[src/rtl/rcpc_pkg.sv]
`timescale 1ns / 1ps
`default_nettype none
// ----------------------------------------------------------------------------
// rcpc_pkg: shared definitions of the ray clip block
// Field widths, register indexes, product codes, controller states and the
// command and status groups that join the controller to the datapath.
// ----------------------------------------------------------------------------
package rcpc_pkg;

   localparam int FIELD_W        = 32;
   localparam int T_W            = 31;
   localparam int CSR_IDX_W      = 3;
   localparam int DEF_FRAC_BITS  = 16;
   localparam int DEF_DATA_WIDTH = 32;
   localparam int MAC_TERMS      = 7;

   localparam logic [CSR_IDX_W-1:0] CSR_ORIGIN_X = 3'd0;
   localparam logic [CSR_IDX_W-1:0] CSR_ORIGIN_Y = 3'd1;
   localparam logic [CSR_IDX_W-1:0] CSR_ORIGIN_Z = 3'd2;
   localparam logic [CSR_IDX_W-1:0] CSR_DIR_X    = 3'd3;
   localparam logic [CSR_IDX_W-1:0] CSR_DIR_Y    = 3'd4;
   localparam logic [CSR_IDX_W-1:0] CSR_DIR_Z    = 3'd5;
   localparam logic [CSR_IDX_W-1:0] CSR_SCALE    = 3'd6;

   // Product codes: three terms of the denominator, then four of the distance.
   localparam logic [2:0] TERM_NX_DX = 3'd0;
   localparam logic [2:0] TERM_NY_DY = 3'd1;
   localparam logic [2:0] TERM_NZ_DZ = 3'd2;
   localparam logic [2:0] TERM_NX_OX = 3'd3;
   localparam logic [2:0] TERM_NY_OY = 3'd4;
   localparam logic [2:0] TERM_NZ_OZ = 3'd5;
   localparam logic [2:0] TERM_PD_SR = 3'd6;

   typedef enum logic [2:0] {
      ST_IDLE,
      ST_MAC,
      ST_SAT,
      ST_DECIDE,
      ST_DIV,
      ST_UPDATE,
      ST_FINISH
   } state_type;

   typedef struct packed {
      logic       load;
      logic       mul_en;
      logic [2:0] mul_sel;
      logic       acc_en;
      logic [2:0] acc_sel;
      logic       sat;
      logic       parallel;
      logic       div_init;
      logic       div_step;
      logic       update;
      logic       emit;
   } cmd_type;

   typedef struct packed {
      logic missed;
      logic last;
      logic denom_zero;
      logic rsp_busy;
   } status_type;

endpackage
`default_nettype wire

[src/rtl/rcpc_ctrl.sv]
`timescale 1ns / 1ps
`default_nettype none
// ----------------------------------------------------------------------------
// rcpc_ctrl: sequencer of the ray clip block
// Steps one plane through the products, saturation, division and update.
// ----------------------------------------------------------------------------
module rcpc_ctrl
   import rcpc_pkg::*;
#(
   parameter int FRAC_BITS  = DEF_FRAC_BITS,
   parameter int DATA_WIDTH = DEF_DATA_WIDTH
) (
   input  wire logic       clock,
   input  wire logic       reset,
   input  wire logic       req_valid,
   output logic            req_ready,
   input  wire status_type status,
   output cmd_type         cmd
);
   localparam int DIV_STEPS = DATA_WIDTH + FRAC_BITS;
   localparam int CNT_W     = $clog2(DIV_STEPS + 1);

   state_type        state_ff, state_in;
   logic [CNT_W-1:0] cnt_ff, cnt_in;
   logic [CNT_W-1:0] cnt_prev;

   assign cnt_prev = cnt_ff - CNT_W'(1);

   always_ff @(posedge clock) begin
      if (reset) begin
         state_ff <= ST_IDLE;
         cnt_ff   <= '0;
      end else begin
         state_ff <= state_in;
         cnt_ff   <= cnt_in;
      end
   end

   always_comb begin
      state_in = state_ff;
      cnt_in   = cnt_ff;
      unique case (state_ff)
         ST_IDLE: begin
            cnt_in = '0;
            if (req_valid) begin
               state_in = status.missed ? ST_FINISH : ST_MAC;
            end
         end
         ST_MAC: begin
            cnt_in = cnt_ff + CNT_W'(1);
            if (cnt_ff == CNT_W'(MAC_TERMS)) begin
               state_in = ST_SAT;
               cnt_in   = '0;
            end
         end
         ST_SAT: begin
            state_in = ST_DECIDE;
         end
         ST_DECIDE: begin
            state_in = status.denom_zero ? ST_FINISH : ST_DIV;
            cnt_in   = '0;
         end
         ST_DIV: begin
            cnt_in = cnt_ff + CNT_W'(1);
            if (cnt_ff == CNT_W'(DIV_STEPS - 1)) begin
               state_in = ST_UPDATE;
            end
         end
         ST_UPDATE: begin
            state_in = ST_FINISH;
         end
         ST_FINISH: begin
            if (!status.last || !status.rsp_busy) begin
               state_in = ST_IDLE;
            end
         end
         default: begin
            state_in = ST_IDLE;
         end
      endcase
   end

   always_comb begin
      cmd       = '0;
      req_ready = 1'b0;
      unique case (state_ff)
         ST_IDLE: begin
            req_ready = 1'b1;
            cmd.load  = req_valid;
         end
         ST_MAC: begin
            cmd.mul_en  = (cnt_ff < CNT_W'(MAC_TERMS));
            cmd.mul_sel = cnt_ff[2:0];
            cmd.acc_en  = (cnt_ff != '0);
            cmd.acc_sel = cnt_prev[2:0];
         end
         ST_SAT: begin
            cmd.sat = 1'b1;
         end
         ST_DECIDE: begin
            cmd.parallel = status.denom_zero;
            cmd.div_init = !status.denom_zero;
         end
         ST_DIV: begin
            cmd.div_step = 1'b1;
         end
         ST_UPDATE: begin
            cmd.update = 1'b1;
         end
         ST_FINISH: begin
            cmd.emit = status.last && !status.rsp_busy;
         end
         default: begin
            cmd = '0;
         end
      endcase
   end
endmodule
`default_nettype wire

[config.mk]
export PLATFORM = sky130hd
export DESIGN_NAME = rcpc_ctrl
export DESIGN_NICKNAME = d
export VERILOG_FILES = /design/src/rtl/rcpc_pkg.sv /design/src/rtl/rcpc_ctrl.sv
export SDC_FILE = /design/constraint.sdc
export NUM_CORES = 1
export LEC_CHECK = 0
export ABC_AREA = 1
export BUFFER_PORTS_ARGS = -buffer_cell sky130_fd_sc_hd__buf_2
export CAP_MARGIN = 20
export CORE_UTILIZATION = 54
export CTS_CLUSTER_SIZE = 30
export DETAILED_ROUTE_END_ITERATION = 6
export PLACE_DENSITY = 0.93
export SLEW_MARGIN = 10
export SYNTH_ARGS = -nofsm -noshare
export SYNTH_HDL_FRONTEND = slang
export SYNTH_SLANG_ARGS = --single-unit
[constraint.sdc]
create_clock -name clock -period 2.51 [get_ports clock]
set_clock_uncertainty 0.1 [all_clocks]
set_input_delay 0.6275 -clock clock [delete_from_list [all_inputs] [get_ports clock]]
set_output_delay 0.6275 -clock clock [all_outputs]
set_load 0.02 [all_outputs]
# Word-level counts from Yosys, hierarchy flattened
# Cells that the tools add are included.
[totals]
ff_bits = 9
inputBits = 7
[classes]
addsub = 2
magnitude_cmp = 1
eq_ne = 12
n_mux = 17
reduce_logical = 10
[ops]
columns = ["op", "count"]
rows = [
  ["$pmux 3 s7", 1],
  ["$pmux 6 s3", 1],
  ["$mux 3", 5],
  ["$eq 3x3->1 const B", 3],
  ["$mux 8", 1],
  ["$ne 2x2->1 const B", 4],
  ["$add 6x1->6 const B", 1],
  ["$eq 3x2->1 const B", 2],
  ["$eq 6x3->1 const B", 1],
  ["$eq 6x6->1 const B", 1],
  ["$lt 6x3->1 const B", 1],
  ["$mux 1", 6],
  ["$mux 6", 1],
  ["$reduce_bool 6->1", 1],
  ["$mux 2", 2],
  ["$reduce_and 4->1", 1],
  ["$eq 3x1->1 const B", 1],
  ["$logic_not 1->1", 3],
  ["$logic_not 3->1", 1],
  ["$reduce_bool 3->1", 1],
  ["$sub 3x1->3 const B", 1],
  ["$reduce_or 2->1", 1],
  ["$logic_and 1x1->1", 1],
  ["$logic_or 1x1->1", 1],
]

# Logic depth before layout (Yosys ltp)
# Gate-level depths: netlist (run 1).
[logic_depth]
word_depth = 4
mapped_depth = 9
ltp_nobuf = 8

# Least setup slack after synthesis (run 1)
# OpenSTA, ideal clock, no wires.
[synth_timing]
kind = "input -> output"
start = "input status[0] in the netlist's numbering"
end = "output cmd[0] in the netlist's numbering"
arrival_time_ps = 1154
t_required_ps = 1783
setup_slack_ps = 628
stages = 1
path_cell_list = "nor3b_1"
[synth_via]
elab_chain_cells = 3
[synth_rtl]
columns = ["item", "line_no", "source"]
rows = [
  ["start, declared", "rcpc_ctrl.sv:17", "input wire status_type status,"],
  ["$logic_not 1->1", "rcpc_ctrl.sv:111", "cmd.emit = status.last && !status.rsp_busy;"],
  ["$logic_and 1x1->1", "rcpc_ctrl.sv:111", ""],
  ["$mux 1", "rcpc_ctrl.sv:86", "unique case (state_ff)"],
  ["end, declared", "rcpc_ctrl.sv:18", "output cmd_type cmd"],
]
# No other way between the ends.

==> summary.md, run 1 <==
| Metric | Value |
|---|---|
| Slew Limit Headroom | 0.707 |
| Final GP Congestion | 0.802 |
| Mean Syn Cell Area | ~6.1 µm² |
| Die X | 40.4 µm |
| Utilization after layout | 0.701 |
| Hold depth | 2 |
| Final Power | about 1 mW |
| CTS resizes | 0 |
| Area Growth Syn to Fin | 17.6% |
| Async S/R FF share, synth | 0 |
| TritonCTS clock tree | done |
| Post-Place Cells | 165 |
| Synthesized net count | 140 |
| First-pass detailed-route iteration total | 4 |
| Height of the die | roughly 40 µm |
| Setup bufs post-CTS | 0 |
| Final setup margin | roughly 0.19 ns |
| Critical path type | reg2out |
| # fillers | 121 |
| Placed Area | 908 µm² |
| Syn. warnings | 0 |
| End of the worst register-to-register path | state_ff[0] |
| Status | complete, no violations |
| First-pass GRT wire length | 2540 µm |
| Core Region | 1330 µm² |
| Most common cell after layout, fill and taps aside | nor2_1 |
| Longest Clk Path Bufs | 2 |
| Final instance area | 935 µm² |
| Post-route ant nets | 0 |
| DRC Markers | 0 |
| Clock latency on the worst-skew pair | between 0.2 and 0.3 ns |
| Share of layout cells above drive strength 1 | 0.273 |
| Hold path start | cnt_ff[1] |
| Routed len/inst | ~10 µm |
| EDFF count, synth | 0 |
| Yosys cell types | 26 |
| DP HPWL | 1450 µm |
| Clock sink count | 9 |
| Register clock-pin slew on the reported worst setup and hold paths | 0.06 ns |
| RSZ-0062 raised after global routing | no |
| Gr ovfl total | 0 |
| Synth Cell Area | 795 µm² |
| Most frequent cells in the layout | nor2_1 (32), nand2_1 (28), buf_2 (22) |
| Fin Setup TNS | 0 ns |
| Max cap viols | 0 |
| FMAX | between 400 and 500 MHz |
| Final hold viol count | 0 |
| Worst IR drop on VDD | 0.541 mV |
| CP Max Fanout | 8 |
| WL final | about 1700 µm |
| Sequential area share after synthesis | 0.227 |
| Die area | 1630 µm² |
| Place WS | 0.458 ns |
| Finished Layout Cells | 169 |
| #FFs+latches synth | 9 |
| # setup viols final | 0 |
| RR Startpoint | state_ff[1] |
| Vias in the first global route | 690 |
| Hold Path Sink | cnt_ff[1] |
| Worst Hold Class | reg2reg |
| Number of DRC violations after detailed-routing iteration 0 | 19 |
| Layout Nets | 165 |
| Final period util | 0.926 |
| Main synth FF type | dfxtp_1 |
| Antenna violations before repair | 0 |
| PwrDens | about 1100 nW/µm² |
| Critical path arrival | 1.60 ns |
| IO Port Bufs | 22 |
| Root Buffer | clkbuf_4 |
| Reg2reg path depth | 7 |
| Antenna cells | 0 |
| Via Count | 823 |
| Tot GR Track Use | 0.232 |
| Total CTS buffers | 3 |
| Required time worst endpoint | ~1.8 ns |
| Leak | 0.556 nW |
| I/O pin total | 23 |
| # hold bufs at CTS | 0 |
| Mapped Cells | 130 |
| Fin crit period | ~2.3 ns |
| Vias per inst | 4.87 |
| H-tree depth | 1 |
| Max-slew violations | 0 |
| Largest net degree at the start of global routing | 10 |
| Kind of end point of the critical path | output pin |
| CP startpoint kind | flip-flop |
| Row Count | 13 |
| Flop-to-flop setup slack | ~1.0 ns |
| Starting density of the core | 0.596 |
| WHS | 0.468 ns |
| Slew @ Worst Pin | 0.438 ns |
-- worst max path at each step --
stage	start	end	slack, ns	cells past startpoint
after CTS	state_ff[0]	cmd[13]	0.18	5
after detailed placement	state_ff[0]	cmd[13]	0.46	5
final	state_ff[0]	cmd[13]	0.19	5
after global routing	state_ff[0]	cmd[13]	0.06	5
after floorplan	status[0]	cmd[0]	0.63	1
after global placement	state_ff[0]	cmd[13]	0.51	5
-- cells in the mapped netlist (2+ instances only) --
master	number	share of area
nor2_1	32	0.15
nand2_1	28	0.13
inv_1	19	0.090
dfxtp_1	9	0.23
nand3_1	8	0.050
ha_1	3	0.047
inv_2	3	0.014
nand2_2	3	0.024
nand3_2	3	0.038
o21ai_0	3	0.019
a21oi_1	2	0.013
buf_4	2	0.019
nor2_4	2	0.028
-- cell families after synthesis --
kind of cell / after synthesis / share of synthesized area
compound gates: 10 / 0.0976
xor+xnor: 2 / 0.0221
fa+ha+maj: 3 / 0.0472
buf+inv: 25 / 0.131
flops: 9 / 0.227
mux: 1 / 0.0126
simple gates: 80 / 0.463
-- critical path, stage by stage (launching register included) --
cell	delay, ns
dfxtp_1	0.59
nand2_1	0.20
nor2_4	0.17
o21ai_2	0.11
nor2_1	0.11
buf_2	0.17
-- layout make-up --
type                       count  area (µm²)  area share
inverter                      23        88.8      0.0950
timing repair buffer          22         110       0.118
clock buffer                   4        26.3      0.0281
tap                           15        18.8      0.0201
sequential                     9         180       0.193
multi-input combinational     96         510       0.546
-- registers in the layout (all words and copies together) (netlist names) --
name,count
state_ff,3
cnt_ff,6
-- report_power, final --
part	total [mW]	internal (mW)	switching [mW]
Clock	0.111	0.0612	0.0499
Sequential	0.245	0.172	0.0730
Combinational	0.627	0.221	0.407
-- routing by layer --
metal / part of all wire / vias up / GRT usage
li1: - / 448 / -
met1: 0.46 / 358 / 0.267
met2: 0.50 / 15 / 0.429
met3: 0.027 / 2 / 0.0333
met4: 0.0058 / 0 / 0.0750
met5: 0 / - / 0
No activity file was read; power rests on OpenSTA's default activity.
==> run 2, diff against run 1 <==
--- a/config.mk
+++ b/config.mk
@@ -8,10 +8,11 @@
 export ABC_AREA = 1
 export BUFFER_PORTS_ARGS = -buffer_cell sky130_fd_sc_hd__buf_2
 export CAP_MARGIN = 20
-export CORE_UTILIZATION = 54
+export CORE_UTILIZATION = 57
+export CTS_BUF_LIST = sky130_fd_sc_hd__clkbuf_8
 export CTS_CLUSTER_SIZE = 30
 export DETAILED_ROUTE_END_ITERATION = 6
-export PLACE_DENSITY = 0.93
+export PLACE_DENSITY = 0.95
 export SLEW_MARGIN = 10
 export SYNTH_ARGS = -nofsm -noshare
 export SYNTH_HDL_FRONTEND = slang
==> run 2 against run 1 <==
  * Via count up 1.7%
  * Global-route usage up 1.5 points
  * Wire length up 0.47%
  * Final cell count unchanged
  * Non-clock buffer count unchanged
  * Total power up 5.7%
  * Clock power up 50%
  * Largest cell class unchanged
==> summary.md, run 2 (synthesis results as in run 1) <==
| Metric | Value |
|---|---|
| I/O pin total | 23 (unchanged) |
| Critical path arrival | 1.59 ns (was 1.60 ns) |
| Final period util | 0.922 (was 0.926) |
| Tot GR Track Use | 0.247 (was 0.232) |
| Required time worst endpoint | 1.78 ns (about the same) |
| Worst Hold Class | reg2reg (unchanged) |
| Most common cell after layout, fill and taps aside | nor2_1 (unchanged) |
| Gr ovfl total | 0 (unchanged) |
| Vias in the first global route | 670 (was 690) |
| Clock latency on the worst-skew pair | 0.23 ns (was 0.26 ns) |
| Die X | 39.3 µm (was 40.4 µm) |
| Antenna cells | 0 (unchanged) |
| Critical Path Start | state_ff[0] (unchanged) |
| RR Startpoint | state_ff[1] (unchanged) |
| Flop-to-flop setup slack | 0.98 ns (was 1.01 ns) |
| DP HPWL | 1400 µm (was 1450 µm) |
| Hold Path Sink | cnt_ff[1] (unchanged) |
| Setup bufs post-CTS | 0 (unchanged) |
| Place WS | 0.466 ns (was 0.458 ns) |
| Area Growth Syn to Fin | 20.0% (was 17.6%) |
| GR Util met2 | 0.471 (was 0.429) |
| Vias per inst | 4.95 (was 4.87) |
| # setup viols final | 0 (unchanged) |
| DRC Markers | 0 (unchanged) |
| Number of DRC violations after detailed-routing iteration 0 | 12 (was 19) |
| First-pass GRT wire length | 2640 µm (was 2540 µm) |
| Clock sink count | 9 (unchanged) |
| Largest net degree at the start of global routing | 10 (unchanged) |
| Row Count | 13 (unchanged) |
| Leak | 0.568 nW (was 0.556 nW) |
| Height of the die | 39.3 µm (was 40.4 µm) |
| CP startpoint kind | flip-flop (unchanged) |
| Status | complete, no violations (unchanged) |
| GR peak layer | met2 (unchanged) |
| Slew Limit Headroom | 0.694 (was 0.707) |
| IO Port Bufs | 22 (unchanged) |
| # hold bufs at CTS | 0 (unchanged) |
| Total CTS buffers | 3 (unchanged) |
| Routed len/inst | 10.2 µm (was 10.1 µm) |
| Register clock-pin slew on the reported worst setup and hold paths | 0.05 ns (was 0.06 ns) |
| Root Buffer | clkbuf_8 (was clkbuf_4) |
| Antenna violations before repair | 0 (unchanged) |
| H-tree depth | 1 (unchanged) |
| Via Count | 837 (was 823) |
| Final instance area | 953 µm² (was 935 µm²) |
| TritonCTS clock tree | done (unchanged) |
| Longest Clk Path Bufs | 2 (unchanged) |
| PwrDens | 1090 nW/µm² (was 1050 nW/µm²) |
| Starting density of the core | 0.611 (was 0.596) |
| End of the worst register-to-register path | state_ff[0] (unchanged) |
| Final GP Congestion | 0.810 (was 0.802) |
| Final setup margin | 0.195 ns (was 0.187 ns) |
| Worst IR drop on VDD | 0.577 mV (was 0.541 mV) |
| Slew @ Worst Pin | 0.459 ns (was 0.438 ns) |
| Fin Setup TNS | 0 ns (unchanged) |
| Top Registers | cnt_ff: 6 flops, state_ff: 3 flops (unchanged) |
| Critical path type | reg2out (unchanged) |
| # fillers | 113 (was 121) |
| Layout Nets | 165 (unchanged) |
| Final hold viol count | 0 (unchanged) |
| CTS resizes | 0 (unchanged) |
| Fin crit period | 2.32 ns (about the same) |
| Met3 Use GR | 0.0341 (was 0.0333) |
| Hold depth | 2 (unchanged) |
| Number of flip-flops in the largest register | 6 (unchanged) |
| Top reg by flops | cnt_ff (unchanged) |
| Most frequent cells in the layout | nor2_1 (32), nand2_1 (28), buf_2 (22) (unchanged) |
| Placed Area | 908 µm² (unchanged) |
| RSZ-0062 raised after global routing | no (unchanged) |
| Max cap viols | 0 (unchanged) |
| Post-route ant nets | 0 (unchanged) |
| WL final | 1720 µm (was 1710 µm) |
| Kind of end point of the critical path | output pin (unchanged) |
| Share of layout cells above drive strength 1 | 0.273 (unchanged) |
| FMAX | 432 MHz (was 430 MHz) |
| Reg2reg path depth | 7 (unchanged) |
| Max-slew violations | 0 (unchanged) |
| Met1 GRT Util | 0.286 (was 0.267) |
| Hold path start | cnt_ff[1] (unchanged) |
| Core Region | 1300 µm² (was 1330 µm²) |
| First-pass detailed-route iteration total | 4 (unchanged) |
| Die area | 1550 µm² (was 1630 µm²) |
| CP Max Fanout | 8 (unchanged) |
[run 2: power breakdown]
group / leakage (nW) / total [mW] / switching, mW / internal (mW)
combinational: 0.468 / 0.625 / 0.404 / 0.221
clock: 0.0269 / 0.167 / 0.0600 / 0.107
sequential: 0.0735 / 0.247 / 0.0747 / 0.173
total: 0.568 / 1.04 / 0.539 / 0.501
[run 2: layer usage]
layer	wire length (µm)	vias to the layer above
met1	739	365
met3	83	2
met2	880	27
met5	0	-
li1	-	443
met4	17	0
[run 2: critical path, stage by stage (launching register included)]
cell and delay [ns]:
dfxtp_1 0.59, nand2_1 0.21, nor2_4 0.17, o21ai_2 0.11
nor2_1 0.11, buf_2 0.17
[run 2: how the worst max path moves through the flow]
stage / end / depth (start not counted)
after floorplan: cmd[0] / 1
after global placement: cmd[13] / 5
after detailed placement: cmd[13] / 5
after CTS: cmd[13] / 5
after global routing: cmd[6] / 5
final: cmd[13] / 5
[run 2: layout make-up]
cell class	instances	area [µm²]	share of cell area
tap	15	18.8	0.0197
timing repair buffer	22	110	0.115
clock buffer	3	41.3	0.0433
inverter	23	88.8	0.0932
sequential	9	180	0.189
clock inverter	1	3.75	0.00394
multi-input combinational	96	510	0.535
[run 2: through the flow]
stage	hold WS, ns	utilization	cells	power, mW
2_1_floorplan	0.416	-	130	0.742
5_1_grt	0.492	0.733	169	1.13
3_5_place_dp	0.452	0.698	165	0.871
6_report	0.451	0.733	169	1.04
3_3_place_gp	0.435	0.698	165	0.854
4_1_cts	0.453	0.733	169	1.04
==> run 3, diff against run 2 <==
--- a/config.mk
+++ b/config.mk
@@ -8,11 +8,12 @@
 export ABC_AREA = 1
 export BUFFER_PORTS_ARGS = -buffer_cell sky130_fd_sc_hd__buf_2
 export CAP_MARGIN = 20
-export CORE_UTILIZATION = 57
+export CORE_UTILIZATION = 48
 export CTS_BUF_LIST = sky130_fd_sc_hd__clkbuf_8
 export CTS_CLUSTER_SIZE = 30
 export DETAILED_ROUTE_END_ITERATION = 6
-export PLACE_DENSITY = 0.95
+export PLACE_DENSITY = 0.88
+export REMOVE_ABC_BUFFERS = 1
 export SLEW_MARGIN = 10
 export SYNTH_ARGS = -nofsm -noshare
 export SYNTH_HDL_FRONTEND = slang
==> constraint.sdc (replaced) <==
create_clock -name clock -period 2.09 [get_ports clock]
set_clock_uncertainty 0.1 [all_clocks]
set_input_delay 0.5225 -clock clock [delete_from_list [all_inputs] [get_ports clock]]
set_output_delay 0.5225 -clock clock [all_outputs]
set_load 0.02 [all_outputs]
==> run 3 against run 2 <==
  * Utilization fell by 9.4 points
  * Final cell count rose by 1.2%
  * Critical path type unchanged
  * Critical path depth did not move
  * Critical endpoint unchanged
  * Worst hold slack improved by 0.017 ns
  * Cell area rose by 2.1%
  * Non-clock buffer count rose by 1
  * Global-route usage fell by 4.1 points
  * Setup slack got worse by 0.086 ns
==> summary.md, run 3 (synthesis results as in run 1) <==
| Metric | Value |
|---|---|
| Layout Nets | 166 (was 165) |
| PwrDens | 1300 nW/µm² (was 1090 nW/µm²) |
| Final instance area | 973 µm² (was 953 µm²) |
| Critical path type | reg2out (unchanged) |
| Row Count | 14 (was 13) |
| Number of flip-flops in the largest register | 6 (unchanged) |
| Antenna cells | 0 (unchanged) |
| Longest Clk Path Bufs | 2 (unchanged) |
| Status | complete, no violations (unchanged) |
| # fillers | 150 (was 113) |
| Final period util | 0.948 |
| Max-slew violations | 0 (unchanged) |
| Final hold viol count | 0 (unchanged) |
| # hold bufs at CTS | 0 (unchanged) |
| Tot GR Track Use | 0.206 (was 0.247) |
| IO Port Bufs | 22 (unchanged) |
| Root Buffer | clkbuf_8 (unchanged) |
| CTS resizes | 0 (unchanged) |
| WHS | 0.468 ns (was 0.451 ns) |
| Setup bufs post-CTS | 0 (unchanged) |
| Antenna violations before repair | 0 (unchanged) |
| CP max stage delay | 0.38 ns (was 0.59 ns) |
| Max layer used | met4 (unchanged) |
| Metal3 WL | 107 µm (was 83 µm) |
| Clock sink count | 9 (unchanged) |
| Worst IR drop on VDD | 0.778 mV (was 0.577 mV) |
| Routed len/inst | 10.0 µm (was 10.2 µm) |
| Largest net degree at the start of global routing | 10 (unchanged) |
| Max cap viols | 0 (unchanged) |
| WL final | 1710 µm (was 1720 µm) |
| Leak | 0.575 nW (was 0.568 nW) |
| RSZ-0062 raised after global routing | no (unchanged) |
| Worst Hold Class | reg2reg (unchanged) |
| Area Growth Syn to Fin | 22.5% (was 20.0%) |
| Gr ovfl total | 0 (unchanged) |
| H-tree depth | 1 (unchanged) |
| Slew @ Worst Pin | 0.273 ns (was 0.459 ns) |
| First-pass detailed-route iteration total | 4 (unchanged) |
| CP startpoint kind | flip-flop (unchanged) |
| Core Region | 1520 µm² (was 1300 µm²) |
| Required time worst endpoint | 1.47 ns (was 1.78 ns) |
| Clock latency on the worst-skew pair | 0.24 ns (was 0.23 ns) |
| Die area | 1820 µm² (was 1550 µm²) |
| Via Count | 866 (was 837) |
| Total CTS buffers | 3 (unchanged) |
| Register clock-pin slew on the reported worst setup and hold paths | 0.05 ns (about the same) |
| Vias per inst | 5.06 (was 4.95) |
| Post-route ant nets | 0 (unchanged) |
| Multi-input combinational cell area | 518 µm² (was 510 µm²) |
| Share of layout cells above drive strength 1 | 0.297 (was 0.273) |
| Number of DRC violations after detailed-routing iteration 0 | 12 (unchanged) |
| Crit path cell chain | ha_1 > nand2_1 > o21ai_4 > nor2_1 > buf_2 (was nand2_1 > nor2_4 > o21ai_2 > nor2_1 > buf_2) |
| Most common cell after layout, fill and taps aside | nor2_1 (unchanged) |
| Fin crit period | 1.98 ns |
| Critical path arrival | 1.36 ns (was 1.59 ns) |
| Vias in the first global route | 738 (was 670) |
| Metal-1 WL | 650 µm (was 739 µm) |
| First-pass GRT wire length | 2890 µm (was 2640 µm) |
| Top reg by flops | cnt_ff (unchanged) |
| Worst path top cell family by delay | flip-flops (unchanged) |
| FMAX | roughly 500 MHz |
| Starting density of the core | 0.521 (was 0.611) |
| Final GP Congestion | 0.863 (was 0.810) |
| CP Max Fanout | 5 (was 8) |
| I/O pin total | 23 (unchanged) |
| Kind of end point of the critical path | output pin (unchanged) |
| Fin Setup TNS | 0 ns (unchanged) |
| Slew Limit Headroom | 0.817 (was 0.694) |
| Wire length on met2 | 905 µm (was 880 µm) |
| Worst path buffer plus inverter count | 1 (unchanged) |
| Placed Area | 917 µm² (was 908 µm²) |
| TritonCTS clock tree | done (unchanged) |
| Height of the die | 42.7 µm (was 39.3 µm) |
| # setup viols final | 0 (unchanged) |
| Die X | 42.7 µm (was 39.3 µm) |
| Most frequent cells in the layout | nor2_1 (32), nand2_1 (28), buf_2 (22) (unchanged) |
| CP max stage cell | dfxtp_1 (unchanged) |
| Top Registers | cnt_ff: 6 flops, state_ff: 3 flops (unchanged) |
| Utilization after layout | 0.639 (was 0.733) |
| DRC Markers | 0 (unchanged) |
| Register area | 184 µm² (was 180 µm²) |
| DP HPWL | 1450 µm (was 1400 µm) |
[run 3: cell types whose count changed in the layout (fill, tap and decap cells not counted), sizes merged]
cell	delta
buf	+1
[run 3: where the power goes]
part	switching [mW]	internal, mW	total [mW]	leakage (nW)
combinational	0.503	0.280	0.782	0.474
clock	0.0744	0.128	0.203	0.0269
sequential	0.0702	0.213	0.283	0.0744
total	0.647	0.621	1.27	0.575
[run 3: worst paths after layout]
path                                 from           to  slack (ns)  depth (start not counted)
worst min-delay path            cnt_ff[1]    cnt_ff[1]        0.47                          2
worst max register to register  cnt_ff[0]  state_ff[2]        0.69                          8
worst max-delay path            cnt_ff[0]      cmd[13]        0.11                          5
worst min register to register  cnt_ff[1]    cnt_ff[1]        0.47                          2
[run 3: tightest hold or removal path, stage by stage, from the launching register on]
cell and delay [ns]:
dfxtp_1 0.33, mux2i_1 0.13, nor2_1 0.06
[run 3: area by class of cell]
cell class	instances	share of cell area
clock inverter	1	0.00386
multi-input combinational	96	0.532
sequential	9	0.189
clock buffer	3	0.0424
tap	16	0.0206
timing repair buffer	23	0.121
inverter	23	0.0913
[run 3: metal layers]
metal,track usage,vias up
met2,0.394,30
met4,0.106,0
met1,0.205,382
li1,-,447
met5,0,-
met3,0.0383,7
[run 3: stage by stage]
step	power, mW	worst slack [ns]	std cells
detailed placement	1.06	0.285	167
global route	1.38	0.00377	171
floorplan	0.868	0.195	128
global placement	1.04	0.328	167
CTS	1.27	0.0313	171
finish	1.27	0.109	171
